<file path="src/sv/rau_pkg.sv">
package rau_pkg;

   localparam int OperandWidth = 32;
   localparam int ResWidth     = 64;

   localparam logic [2:0] FUNC_ADD = 3'd0;
   localparam logic [2:0] FUNC_SUB = 3'd1;
   localparam logic [2:0] FUNC_MUL = 3'd2;
   localparam logic [2:0] FUNC_DIV = 3'd3;
   localparam logic [2:0] FUNC_CMP = 3'd4;
   localparam logic [2:0] FUNC_RED = 3'd5;

   localparam logic [1:0] ORDER_LT = 2'b11;
   localparam logic [1:0] ORDER_EQ = 2'b00;
   localparam logic [1:0] ORDER_GT = 2'b01;

   typedef struct packed {
      logic start;
      logic [ResWidth-1:0] num;
      logic [ResWidth-1:0] den;
   } red_req_type;

   typedef struct packed {
      logic done;
      logic [ResWidth-1:0] num;
      logic [ResWidth-1:0] den;
   } red_rsp_type;

endpackage

</file>
<file path="src/sv/rau_mul.sv">
// 32x32 unsigned multiply, one product a cycle, registered.
module rau_mul
   import rau_pkg::*;
(
   input  logic                  clock,
   input  logic [OperandWidth-1:0] op_a,
   input  logic [OperandWidth-1:0] op_b,
   output logic [ResWidth-1:0]   prod
);

   logic [ResWidth-1:0] prod_ff, prod_in;

   assign prod_in = ResWidth'(op_a) * ResWidth'(op_b);

   always_ff @(posedge clock) begin
      prod_ff <= prod_in;
   end

   assign prod = prod_ff;

endmodule
</file>
<file path="config.mk">
export PLATFORM = sky130hd
export DESIGN_NAME = rau_mul
export DESIGN_NICKNAME = d
export VERILOG_FILES = /design/src/sv/rau_pkg.sv /design/src/sv/rau_mul.sv
export SDC_FILE = /design/constraint.sdc
export NUM_CORES = 2
export LEC_CHECK = 0
export ABC_AREA = 1
export CAP_MARGIN = 0
export CORE_MARGIN = 2
export CORE_UTILIZATION = 38
export CTS_CLUSTER_SIZE = 40
export DETAILED_ROUTE_END_ITERATION = 12
export DONT_BUFFER_PORTS = 1
export GPL_TIMING_DRIVEN = 0
export PLACE_DENSITY = 0.66
export SLEW_MARGIN = 15
export SYNTH_ARGS = -nofsm -noshare
export SYNTH_HDL_FRONTEND = slang
export SYNTH_SLANG_ARGS = --single-unit
export TNS_END_PERCENT = 50
</file>
<file path="constraint.sdc">
create_clock -name clock -period 6.3 [get_ports clock]
set_input_delay 0.945 -clock clock [delete_from_list [all_inputs] [get_ports clock]]
set_output_delay 0.945 -clock clock [all_outputs]
set_load 0.005 [all_outputs]
</file>
==> impl_metrics.env <==
export IMPL_final_common_cell="inv_1"
export IMPL_critPathKind="primary input to register"
export IMPL_port_buffers=0
export IMPL_cts_max_path_buffers=2
export IMPL_die_x_um=318
export IMPL_cpMostUsedCell="fa_1"
export IMPL_synthTopCellsByArea="fa_1, inv_1, nand2_1"
export IMPL_yosysSeqAreaShare_pct=3.43
export IMPL_syn_inst=5021
export IMPL_clk_pin_slew_ns=0.05
export IMPL_pre_cts_ws_ns=-1.63
export IMPL_first_iter_violations=2904
export IMPL_cts_tree="built"
export IMPL_hold_violations=0
export IMPL_drtPass1Iterations=6
export IMPL_failed_checks="setup timing"
export IMPL_track_usage_pct=29.0
export IMPL_maxSlewHeadroom_pct=46.2
export IMPL_num_vias=31539
export IMPL_place_congestion=1.01
export IMPL_via_per_inst=4.92
export IMPL_tightestPinTransition_ns=0.807
export IMPL_diodes=0
export IMPL_wl_per_cell_um=22.4
export IMPL_slowest_stage="fa_2"
export IMPL_overflow=0
export IMPL_area_growth_pct=19.1
export IMPL_period_share_pct=109
export IMPL_yosysTopAreaCell="fa_1"
export IMPL_min_path_type="primary input to register"
export IMPL_outcome="finished, violations left"
export IMPL_layout_common_cells="inv_1, nand2_1, fa_1, ha_1, nand2_2"
export IMPL_drive_gt1_share_pct=15.6
export IMPL_cts_buffers=9
export IMPL_period_needed_ns=6.84
export IMPL_synth_edff_count=0
export IMPL_cp_required_ns=6.57
export IMPL_dpl_hpwl_mm=121
export IMPL_largest_reg_flops=64
export IMPL_drc=0
export IMPL_holdBufCountCts=0
export IMPL_n_fill_cell=9505
export IMPL_crit_arrival_ns=7.11
export IMPL_critPathBufInv=8
export IMPL_antenna_found_initial=6
export IMPL_cp_slowest_stage_delay_ns=0.66
export IMPL_ant_nets=0
export IMPL_cts_max_level=3
export IMPL_totalNegativeSetupSlack_ns=-17.83
export IMPL_grt_pass1_wl_mm=215
export IMPL_cp_start_kind="primary input"
export IMPL_cp_end_kind="register"
export IMPL_syn_nets=6245
export IMPL_clockRootBuffer="clkbuf_16"
export IMPL_synth_seq_cells=64
export IMPL_holdCritStartpoint="op_b[0]"
export IMPL_setup_worst_path_start="op_a[10]"
export IMPL_path_cells="clkbuf_16, nand2_4, inv_2, fa_1, inv_2, fa_1, inv_2, fa_1, inv_1, fa_1, inv_2, fa_1, fa_1, fa_2, fa_2, ha_4, nand2_4, nor2_4, inv_4, nor2_4, a21oi_4, nand2_4, buf_12, xor2_4"
export IMPL_avgSynthCellArea_um2=7.45
export IMPL_yosysWarningCount=0
export IMPL_synth_top_flop_cell="dfxtp_1"
export IMPL_synth_top_area_share_pct=48.0
export IMPL_fmax_ghz=0.146
export IMPL_grt_start_max_net_pins=12
export IMPL_fp_dieArea_um2=101000
export IMPL_syn_area_um2=37400
export IMPL_fp_dieH_um=318
export IMPL_row_count=115
export IMPL_setup_violations=45
export IMPL_setup_ws_ns=-0.544
export IMPL_fin_nets=6346
export IMPL_cap_violations=0
export IMPL_cts_sinks=64
export IMPL_initial_core_util_pct=38.2
export IMPL_io_pins=129
export IMPL_cp_top_family="adder cells"
export IMPL_synth_cell_types=23
export IMPL_final_core_util_pct=45.4
export IMPL_async_reset_ff_share_pct=0
export IMPL_critical_path_max_fanout=5
export IMPL_finalWirelength_mm=144
export IMPL_slew_viol_final=0
export IMPL_rsz0062_at_grt="yes"
export IMPL_core_um2=98000
export IMPL_grt_pass1_vias=33347
==> cells by family (layout without fill, tap and decap cells) <==
| group | count (synthesis) | count (layout) | synth area share, % |
|---|---|---|---|
| xor+xnor | 35 | 35 | 0.820 |
| buf+inv | 1927 | 2033 | 19.3 |
| fa+ha+maj | 1159 | 1159 | 56.8 |
| flops | 64 | 64 | 3.43 |
| simple gates | 1778 | 1778 | 18.8 |
| compound gates | 58 | 58 | 0.877 |
==> metrics by stage <==
stage / instances / hold WS, ns / area, um^2
2_1_floorplan: 5021 / 1.04 / 38700
3_3_place_gp: 6308 / 1.05 / 40300
3_5_place_dp: 6308 / 1.05 / 40300
4_1_cts: 6382 / 0.685 / 43500
5_1_grt: 6414 / 0.715 / 44500
6_report: 6414 / 0.696 / 44500
==> final cells by class <==
cell class,count,area [um^2],area share [%]
Clock buffer,11,243,0.545
Timing Repair Buffer,90,892,2.00
Clock inverter,5,104,0.233
Inverter,1735,6530,14.7
Tap cell,1287,1610,3.62
Sequential cell,64,1280,2.88
Buffer,192,2750,6.17
Multi-Input combinational cell,3030,31100,69.9
==> synth_stat cells (15+ instances only) <==
| library cell | number |
|---|---|
| nand2_1 | 1565 |
| nor2_2 | 15 |
| fa_1 | 896 |
| xor2_1 | 33 |
| nand3_1 | 59 |
| a21oi_1 | 44 |
| dfxtp_1 | 64 |
| nor2_1 | 79 |
| nand4_1 | 16 |
| ha_1 | 263 |
| clkbuf_1 | 192 |
| inv_1 | 1725 |
==> path summary, 6_finish.rpt <==
check                to  slack, ns  cells after the start
min     prod[0]$_DFF_P_       0.70                      2
max    prod[31]$_DFF_P_      -0.54                     24
==> what timing repair did <==
item                       4_1_cts  5_1_grt
resized for setup              545      231
pin swaps                      211      166
setup endpoints to repair       54       50
buffers inserted                58       32
==> metal layers <==
| layer | vias to the layer above | wire (um) | track usage [%] |
|---|---|---|---|
| met4 | 8 | 8350 | 12.6 |
| met3 | 374 | 17800 | 8.74 |
| li1 | 13833 | - | - |
| met2 | 1661 | 62900 | 45.2 |
| met1 | 15663 | 54600 | 37.4 |
| met5 | - | 52 | 0 |
Power is left out: the tool's default activity adds up to more than one toggle a clock period on the data nets, which glitch-free logic cannot reach.
